==> src/sv/assert_macros.svh <==
// assertion macros shared by the layer normalization rtl
// no dependencies; define NO_ASSERTIONS to compile them away
`ifndef ASSERT_MACROS_SVH
`define ASSERT_MACROS_SVH

`ifndef NO_ASSERTIONS

// same-cycle implication, disabled during reset
`define ASSERT_IMP(lbl, clk, rst_n, ante, cons) \
  lbl: assert property (@(posedge clk) disable iff (!rst_n) (ante) |-> (cons)) \
    else $error("assertion failed: same-cycle implication");

// next-cycle implication, disabled during reset
`define ASSERT_NXT(lbl, clk, rst_n, ante, cons) \
  lbl: assert property (@(posedge clk) disable iff (!rst_n) (ante) |=> (cons)) \
    else $error("assertion failed: next-cycle implication");

`else

`define ASSERT_IMP(lbl, clk, rst_n, ante, cons)
`define ASSERT_NXT(lbl, clk, rst_n, ante, cons)

`endif

`endif

==> src/sv/lnorm_pkg.sv <==
// types and constants for the layer normalization block
// no dependencies
`timescale 1ns / 1ps
`default_nettype none

package lnorm_pkg;

  typedef logic signed [15:0] q88_t;
  typedef logic [23:0] inv_t;

  localparam logic CMD_ACCUMULATE = 1'b0;
  localparam logic CMD_APPLY      = 1'b1;

  localparam inv_t INV_MAX = 24'hFF_FFFF;
  localparam logic [15:0] EPS_RESET = 16'd1;
  localparam int RECIP_SHIFT = 48;

  localparam q88_t Q88_MAX = 16'sh7FFF;
  localparam q88_t Q88_MIN = 16'sh8000;

endpackage

`default_nettype wire

==> src/sv/layer_normalization.sv <==
// Layer normalization of one feature row in signed Q8.8, two passes. An accumulate
// transaction (command 0) forms the square in the accept cycle and updates the exact
// sums in the next. The accumulate transaction with row_end then runs the row
// statistics on one shared compare/subtract unit, one bit (divide) or two bits (square
// root) per cycle over DVW bits, DVW being max(31 + clog2(MAX_ELEMENTS+1), 50) rounded
// up to even. An apply transaction (command 1) uses the shared multiplier in the accept
// cycle and in S_AP_MUL, then waits in S_AP_OUT while the output register still holds
// an untaken result. in_ready is low while a transaction is being worked on. cfg_wr_en
// writes variance_epsilon (reset 1).
// depends on lnorm_pkg and assert_macros.svh
`timescale 1ns / 1ps
`default_nettype none

`include "assert_macros.svh"

module layer_normalization
  import lnorm_pkg::*;
#(
  parameter int MAX_ELEMENTS = 1024
) (
  input  wire                clk,
  input  wire                rst_n,
  input  wire                cfg_wr_en,
  input  wire         [15:0] cfg_wr_data,
  input  wire                in_valid,
  output logic               in_ready,
  input  wire                in_command,
  input  wire  signed [15:0] in_sample_value,
  input  wire  signed [15:0] in_scale_gamma,
  input  wire  signed [15:0] in_shift_beta,
  input  wire                in_row_end,
  output logic               out_valid,
  input  wire                out_ready,
  output logic signed [15:0] out_normalized_value,
  output logic               out_clipped,
  output logic               out_row_last
);

  localparam int CW   = $clog2(MAX_ELEMENTS + 1);
  localparam int SUMW = 16 + CW;
  localparam int SQW  = 31 + CW;
  localparam int DVW0 = (SQW > 50) ? SQW : 50;
  localparam int DVW  = DVW0 + (DVW0 % 2);
  localparam int IW   = $clog2(DVW);

  localparam logic [DVW-1:0] RECIP_ONE = DVW'(1) << RECIP_SHIFT;

  localparam logic [3:0] S_IDLE     = 4'd0;
  localparam logic [3:0] S_ACC_ADD  = 4'd1;
  localparam logic [3:0] S_FIN      = 4'd2;
  localparam logic [3:0] S_DIV_MEAN = 4'd3;
  localparam logic [3:0] S_MEAN     = 4'd4;
  localparam logic [3:0] S_DIV_MSQ  = 4'd5;
  localparam logic [3:0] S_SQM      = 4'd6;
  localparam logic [3:0] S_VAR      = 4'd7;
  localparam logic [3:0] S_RECIP    = 4'd8;
  localparam logic [3:0] S_DIV_RCP  = 4'd9;
  localparam logic [3:0] S_SQRT     = 4'd10;
  localparam logic [3:0] S_INV      = 4'd11;
  localparam logic [3:0] S_AP_MUL   = 4'd12;
  localparam logic [3:0] S_AP_OUT   = 4'd13;

  logic [3:0]             state_r, state_nxt;
  logic [15:0]            eps_r, eps_nxt;
  logic [CW-1:0]          count_r, count_nxt;
  logic signed [SUMW-1:0] sum_r, sum_nxt;
  logic [SQW-1:0]         sumsq_r, sumsq_nxt;
  q88_t                   mean_r, mean_nxt;
  inv_t                   inv_r, inv_nxt;
  q88_t                   v_r, v_nxt, g_r, g_nxt, b_r, b_nxt;
  logic                   last_r, last_nxt;
  logic signed [49:0]     prod_r, prod_nxt;
  logic [DVW-1:0]         dvd_r, dvd_nxt;
  logic [31:0]            rem_r, rem_nxt;
  logic [31:0]            div_r, div_nxt;
  logic [24:0]            root_r, root_nxt;
  logic [31:0]            var_r, var_nxt;
  logic [IW-1:0]          it_r, it_nxt;
  logic                   out_valid_r, out_valid_nxt;
  q88_t                   out_val_r, out_val_nxt;
  logic                   out_clip_r, out_clip_nxt;
  logic                   out_last_r, out_last_nxt;

  // shared compare/subtract unit
  logic [32:0] sub_a, sub_b;
  logic [33:0] sub_diff;
  logic        sub_ge;
  assign sub_diff = {1'b0, sub_a} - {1'b0, sub_b};
  assign sub_ge   = !sub_diff[33];

  // shared multiplier
  logic signed [24:0] mul_a, mul_b;
  logic signed [49:0] mul_p;
  assign mul_p = mul_a * mul_b;

  logic              in_fire;
  logic signed [16:0] in_diff;
  logic [SUMW-1:0]   sum_abs;
  logic [SUMW:0]     quo_x;
  logic [SUMW:0]     mean_full;
  logic              rem_nz;
  logic signed [32:0] y_full;
  logic [31:0]       var_pos;

  assign in_ready  = (state_r == S_IDLE);
  assign in_fire   = in_valid && in_ready;
  assign in_diff   = {in_sample_value[15], in_sample_value} - {mean_r[15], mean_r};
  assign sum_abs   = sum_r[SUMW-1] ? SUMW'(-sum_r) : SUMW'(sum_r);
  assign quo_x     = {1'b0, dvd_r[SUMW-1:0]};
  assign rem_nz    = (rem_r != 32'd0);
  assign mean_full = sum_r[SUMW-1] ? (~quo_x + (SUMW + 1)'(!rem_nz)) : quo_x;
  assign y_full    = $signed({prod_r[39], prod_r[39:8]}) + $signed({{17{b_r[15]}}, b_r});
  assign var_pos   = (sub_diff[33] ? 32'd0 : sub_diff[31:0]) + {16'd0, eps_r};

  always_comb begin
    sub_a = 33'd0;
    sub_b = 33'd0;
    unique case (state_r)
      S_DIV_MEAN, S_DIV_MSQ, S_DIV_RCP: begin
        sub_a = {rem_r, dvd_r[DVW-1]};
        sub_b = {1'b0, div_r};
      end
      S_SQRT: begin
        sub_a = {rem_r[30:0], dvd_r[DVW-1 -: 2]};
        sub_b = {6'd0, root_r, 2'b01};
      end
      S_VAR: begin
        sub_a = dvd_r[32:0];
        sub_b = prod_r[32:0];
      end
      default: begin
      end
    endcase
  end

  always_comb begin
    mul_a = 25'sd0;
    mul_b = 25'sd0;
    unique case (state_r)
      S_IDLE: begin
        if (in_command == CMD_APPLY) begin
          mul_a = {{8{in_diff[16]}}, in_diff};
          mul_b = {1'b0, inv_r};
        end else begin
          mul_a = {{9{in_sample_value[15]}}, in_sample_value};
          mul_b = {{9{in_sample_value[15]}}, in_sample_value};
        end
      end
      S_SQM: begin
        mul_a = {{9{mean_r[15]}}, mean_r};
        mul_b = {{9{mean_r[15]}}, mean_r};
      end
      S_AP_MUL: begin
        mul_a = prod_r[40:16];
        mul_b = {{9{g_r[15]}}, g_r};
      end
      default: begin
      end
    endcase
  end

  always_comb begin
    state_nxt     = state_r;
    eps_nxt       = cfg_wr_en ? cfg_wr_data : eps_r;
    count_nxt     = count_r;
    sum_nxt       = sum_r;
    sumsq_nxt     = sumsq_r;
    mean_nxt      = mean_r;
    inv_nxt       = inv_r;
    v_nxt         = v_r;
    g_nxt         = g_r;
    b_nxt         = b_r;
    last_nxt      = last_r;
    prod_nxt      = prod_r;
    dvd_nxt       = dvd_r;
    rem_nxt       = rem_r;
    div_nxt       = div_r;
    root_nxt      = root_r;
    var_nxt       = var_r;
    it_nxt        = it_r;
    out_valid_nxt = out_valid_r && !out_ready;
    out_val_nxt   = out_val_r;
    out_clip_nxt  = out_clip_r;
    out_last_nxt  = out_last_r;

    unique case (state_r)
      S_IDLE: begin
        if (in_fire) begin
          v_nxt    = in_sample_value;
          g_nxt    = in_scale_gamma;
          b_nxt    = in_shift_beta;
          last_nxt = in_row_end;
          prod_nxt = mul_p;
          if (in_command == CMD_APPLY) begin
            state_nxt = S_AP_MUL;
          end else if (count_r < CW'(MAX_ELEMENTS)) begin
            state_nxt = S_ACC_ADD;
          end else if (in_row_end) begin
            state_nxt = S_FIN;
          end
        end
      end
      S_ACC_ADD: begin
        sum_nxt   = sum_r + {{(SUMW - 16){v_r[15]}}, v_r};
        sumsq_nxt = sumsq_r + {{(SQW - 31){1'b0}}, prod_r[30:0]};
        count_nxt = count_r + CW'(1);
        state_nxt = last_r ? S_FIN : S_IDLE;
      end
      S_FIN: begin
        dvd_nxt   = DVW'(sum_abs);
        div_nxt   = {{(32 - CW){1'b0}}, count_r};
        rem_nxt   = 32'd0;
        it_nxt    = '0;
        state_nxt = S_DIV_MEAN;
      end
      S_DIV_MEAN, S_DIV_MSQ, S_DIV_RCP: begin
        dvd_nxt = {dvd_r[DVW-2:0], sub_ge};
        rem_nxt = sub_ge ? sub_diff[31:0] : sub_a[31:0];
        it_nxt  = it_r + IW'(1);
        if (it_r == IW'(DVW - 1)) begin
          it_nxt = '0;
          unique case (state_r)
            S_DIV_MEAN: state_nxt = S_MEAN;
            S_DIV_MSQ:  state_nxt = S_SQM;
            default: begin
              rem_nxt   = 32'd0;
              root_nxt  = 25'd0;
              state_nxt = S_SQRT;
            end
          endcase
        end
      end
      S_MEAN: begin
        mean_nxt  = mean_full[15:0];
        dvd_nxt   = DVW'(sumsq_r);
        rem_nxt   = 32'd0;
        it_nxt    = '0;
        count_nxt = '0;
        sum_nxt   = '0;
        sumsq_nxt = '0;
        state_nxt = S_DIV_MSQ;
      end
      S_SQM: begin
        prod_nxt  = mul_p;
        state_nxt = S_VAR;
      end
      S_VAR: begin
        var_nxt   = var_pos;
        state_nxt = S_RECIP;
      end
      S_RECIP: begin
        if (var_r == 32'd0) begin
          inv_nxt   = INV_MAX;
          state_nxt = S_IDLE;
        end else begin
          dvd_nxt   = RECIP_ONE;
          div_nxt   = var_r;
          rem_nxt   = 32'd0;
          it_nxt    = '0;
          state_nxt = S_DIV_RCP;
        end
      end
      S_SQRT: begin
        dvd_nxt  = {dvd_r[DVW-3:0], 2'b00};
        rem_nxt  = sub_ge ? sub_diff[31:0] : sub_a[31:0];
        root_nxt = {root_r[23:0], sub_ge};
        it_nxt   = it_r + IW'(1);
        if (it_r == IW'(DVW / 2 - 1)) begin
          state_nxt = S_INV;
        end
      end
      S_INV: begin
        inv_nxt   = root_r[24] ? INV_MAX : root_r[23:0];
        state_nxt = S_IDLE;
      end
      S_AP_MUL: begin
        prod_nxt  = mul_p;
        state_nxt = S_AP_OUT;
      end
      S_AP_OUT: begin
        if (!out_valid_r || out_ready) begin
          out_valid_nxt = 1'b1;
          out_last_nxt  = last_r;
          if (y_full > 33'sd32767) begin
            out_val_nxt  = Q88_MAX;
            out_clip_nxt = 1'b1;
          end else if (y_full < -33'sd32768) begin
            out_val_nxt  = Q88_MIN;
            out_clip_nxt = 1'b1;
          end else begin
            out_val_nxt  = y_full[15:0];
            out_clip_nxt = 1'b0;
          end
          state_nxt = S_IDLE;
        end
      end
      default: state_nxt = S_IDLE;
    endcase
  end

  always_ff @(posedge clk) begin
    if (!rst_n) begin
      state_r     <= S_IDLE;
      eps_r       <= EPS_RESET;
      count_r     <= '0;
      sum_r       <= '0;
      sumsq_r     <= '0;
      mean_r      <= '0;
      inv_r       <= '0;
      it_r        <= '0;
      out_valid_r <= 1'b0;
    end else begin
      state_r     <= state_nxt;
      eps_r       <= eps_nxt;
      count_r     <= count_nxt;
      sum_r       <= sum_nxt;
      sumsq_r     <= sumsq_nxt;
      mean_r      <= mean_nxt;
      inv_r       <= inv_nxt;
      it_r        <= it_nxt;
      out_valid_r <= out_valid_nxt;
    end
  end

  always_ff @(posedge clk) begin
    v_r        <= v_nxt;
    g_r        <= g_nxt;
    b_r        <= b_nxt;
    last_r     <= last_nxt;
    prod_r     <= prod_nxt;
    dvd_r      <= dvd_nxt;
    rem_r      <= rem_nxt;
    div_r      <= div_nxt;
    root_r     <= root_nxt;
    var_r      <= var_nxt;
    out_val_r  <= out_val_nxt;
    out_clip_r <= out_clip_nxt;
    out_last_r <= out_last_nxt;
  end

  assign out_valid            = out_valid_r;
  assign out_normalized_value = out_val_r;
  assign out_clipped          = out_clip_r;
  assign out_row_last         = out_last_r;

  // saturation flag only on a rail value
  `ASSERT_IMP(a_clip_rail, clk, rst_n, out_valid && out_clipped, (out_normalized_value == Q88_MAX) || (out_normalized_value == Q88_MIN))
  // statistics cleared once the mean is taken
  `ASSERT_NXT(a_sums_cleared, clk, rst_n, state_r == S_MEAN, (count_r == '0) && (sum_r == '0) && (sumsq_r == '0))
  // a finished row never leaves a zero inverse deviation
  `ASSERT_NXT(a_inv_nonzero, clk, rst_n, state_r == S_INV, inv_r != 24'd0)
  // square root remainder stays within twice the partial root
  `ASSERT_IMP(a_sqrt_rem, clk, rst_n, state_r == S_SQRT, rem_r <= {6'd0, root_r, 1'b0})

endmodule

`default_nettype wire

==> config.mk <==
export PLATFORM = sky130hd
export DESIGN_NAME = layer_normalization
export DESIGN_NICKNAME = d
export VERILOG_FILES = /design/src/sv/lnorm_pkg.sv /design/src/sv/layer_normalization.sv
export VERILOG_INCLUDE_DIRS = /design/src /design/src/sv
export SDC_FILE = /design/constraint.sdc
export NUM_CORES = 2
export LEC_CHECK = 0
export BUFFER_PORTS_ARGS = -buffer_cell sky130_fd_sc_hd__buf_4
export CORE_MARGIN = 2
export CORE_UTILIZATION = 35
export CTS_BUF_LIST = sky130_fd_sc_hd__clkbuf_4 sky130_fd_sc_hd__clkbuf_8
export CTS_CLUSTER_SIZE = 40
export DETAILED_ROUTE_END_ITERATION = 16
export PLACE_DENSITY = 0.53
export RECOVER_POWER = 100
export SYNTH_ARGS = -nofsm -noshare
export SYNTH_HDL_FRONTEND = slang
export SYNTH_SLANG_ARGS = --single-unit
==> constraint.sdc <==
create_clock -name clk -period 9.8 [get_ports clk]
set_clock_uncertainty 0.1 [all_clocks]
set_input_delay 0.49 -clock clk [delete_from_list [all_inputs] [get_ports clk]]
set_output_delay 0.49 -clock clk [all_outputs]
set_load 0.05 [all_outputs]
==> impl_metrics.yaml <==
critical_path:
  startpoint_type: "primary input"
  crit_path_end_kind: "flip-flop"
  crit_end: "prod_r[39]"
  startpoint: "in_sample_value[2]"
  cp_data_arrival_time_ps: 9750
  cpPeakStageDelay_ps: 560
  r2r-start: "mean_r[1]"
  timing.rr.end: "prod_r[39]"
  cpMostUsedCell: "fa_1"
  crit_type: "in -> reg"
  cpMaxStageDelayCell: "dlygate4sd3_1"
  r2r_slack_ps: 420
  cp.required_ps: 10150
  r2r_cells: 40
  crit_fanout: 4
placed_design:
  port_buffers: 90
  place_area_sq_um: 49600
  gp_congestion: 0.969
  place_inst: 6816
  post-dp-hpwl_mm: 129
logic_synthesis:
  synth-simple-area-share_pct: 14.3
  synth.top_cell.area_share_pct: 24.5
  synth_ff_type: "edfxtp_1"
  ys_types: 95
  synth_top_family_by_area: "adder cells"
  synth-warning-count: 0
  syn_inst: 4983
  synth.cell_area_sq_um: 45700
  synthesis.nets: 5905
  synth-compound-area-share_pct: 14.6
  synth_seq_cells: 426
  synthMuxAreaShare_pct: 0.776
  ys_seq_area_share_pct: 24.8
  synth-async-reset-ratio_pct: 0
  synth_most_common_cell: "inv_1"
  synth_area_leader_cell: "fa_1"
  synthAdderAreaFrac_pct: 32.5
  synth_area_per_cell_sq_um: 9.16
  synth_edf_count: 279
  synth.area.top_cells: "fa_1, edfxtp_1, ha_1, dfxtp_1, inv_1"
  synth_commonest_cells: "inv_1, nand2_1, fa_1, nor2_1, ha_1"
  synth-xor-area-share_pct: 4.83
floorplanning:
  rows: 132
  core-area_sq_um: 129000
  initial_core_util_pct: 35.3
  ioPinCount: 91
  dieArea_sq_um: 133000
  die_w_um: 365
  die_y_um: 365
grt:
  antenna_found_initial: 6
  overflow: 0
  track_usage_pct: 24.1
  grt_max_degree: 77
  first_global_vias: 37200
  grt_pass1_wl_mm: 239
timing:
  min_period_over_period_pct: 95.8
  report.final.slew_viol_count: 464
  tightest_slew_ps: 4350
  hold_viol: 0
  setup_viol_count_final: 0
  finalCriticalPeriod_ps: 9390
  fmax_ghz: 0.106
  slew_headroom_pct: -190
drt:
  topRoutingLayerUsed: "met5"
  routed_via_density: 5.32
  drc: 0
  drt_iter0_drc: 3584
  met1_length_mm: 73.4
  dr_wl_met3_mm: 12.1
  wl_mm: 160
  vias: 37500
  drt-wirelength-per-cell_um: 22.7
  first_pass_iters: 8
  antenna_left: 0
  route.met2.wl_mm: 69.3
clocking:
  cts_max_path_buffers: 3
  path_clk_slew_ps: 60
  insertion_delay_ps: 760
  cts-root-buf: "clkbuf_8"
  htree_levels: 3
  clock-sinks: 426
  cts_tree: "done"
  cts_made_buffers: 81
run_status:
  status: "complete, but fails checks"
  failed_checks: "capacitance limit, slew limit"
finish:
  drive_above_1_share_pct: 9.76
  syn_to_final_growth_pct: 13.7
  stdcell_count: 7040
  final_nets: 6151
  finalInstanceArea_sq_um: 51900
job:
  drv_cap: 13
hold_path:
  min_path_type: "in -> reg"
repair_timing:
| action | 4_1_cts | 5_1_grt |
|---|---|---|
| gates resized for setup | 2 | 42 |
| endpoints found under the hold margin | 65 | 0 |
| hold buffers | 66 | 0 |
| pin swaps | 1 | 21 |
| setup buffers | 0 | 6 |
| setup endpoints to repair | 3 | 19 |
worst max-delay path, delay by kind of cell:
kind / cells / cell delay (ps)
AO/OA/AOI/OAI: 19 / 3470
XOR/XNOR: 1 / 160
AND/OR/NAND/NOR: 1 / 100
buffers and inverters: 10 / 1330
adder cells (fa/ha/maj): 9 / 4140
cells in the final DEF (no fill, tap or decap), types with 42 or more instances in the layout:
cell           Yosys  layout
clkbuf_4           0      60
xor2_1            78      78
dfxtp_1          147     147
clkbuf_1         190      53
dlygate4sd3_1      0      66
nor2_1           549     543
fa_1             559     559
o21a_1            43      43
a21o_1            67      67
xnor2_1          174     174
a21oi_1          217     212
clkbuf_8           1      87
a22oi_1           67      67
ha_1             292     292
nand2_1          585     585
a211oi_1          43      42
a222oi_1          54      54
and3_1            45      44
inv_1            775     774
buf_4              0     220
edfxtp_1         279     279
nand3_1           44      43
o21ai_0          127     123
state kept, by name (all words and copies together) (netlist names), 25 cells and up:
signal / flops
root_r: 25
var_r: 32
sumsq_r: 42
prod_r: 41
rem_r: 32
div_r: 32
sum_r: 27
dvd_r: 50
logic make-up (layout without fill, tap and decap cells):
family          count (synthesis)  count (layout)
mux                            34              34
compound gates                929             929
buf+inv                       987            1301
fa+ha+maj                     851             851
simple gates                 1504            1504
xor+xnor                      252             252
other cells                     0               1
flops                         426             426
stage by stage:
step / TNS (ps) / hold WS, ps / utilization [%] / worst slack, ps
after floorplan: 0 / 328 / - / 143
after global placement: -815 / 375 / 38.3 / -252
after detailed placement: -1690 / 378 / 38.3 / -324
after CTS: 0 / 55.9 / 40.1 / 40.9
after global routing: -81.8 / 109 / 40.1 / -54.6
final: 0 / 116 / 40.1 / 408
metal layers:
layer / GRT usage [%] / vias to the layer above
met4: 7.21 / 4
met1: 35.2 / 18800
li1: - / 17200
met3: 3.60 / 202
met5: 0 / -
met2: 36.7 / 1328
area by class of cell:
type	count	area, sq um
fill	13100	77600
multi-input combinational	3570	30900
sequential	426	11300
inverter	776	2910
timing repair buffer	374	2820
tap	1742	2180
clock buffer	116	1420
clock inverter	35	347
antenna	1	2.50
worst min path at each step:
stage / startpoint / endpoint / slack [ps] / cells after the start
finish: cfg_wr_en / eps_r[2] / 120 / 3
floorplan: last_r / out_row_last / 330 / 0
detailed placement: sumsq_r[26] / sumsq_r[26] / 380 / 2
global route: cfg_wr_en / eps_r[1] / 110 / 3
global placement: mean_r[5] / mean_r[5] / 370 / 2
CTS: cfg_wr_en / eps_r[2] / 60 / 3
Power is left out: the tool's default activity adds up to more than one toggle a clock period on the data nets, which glitch-free logic cannot reach.
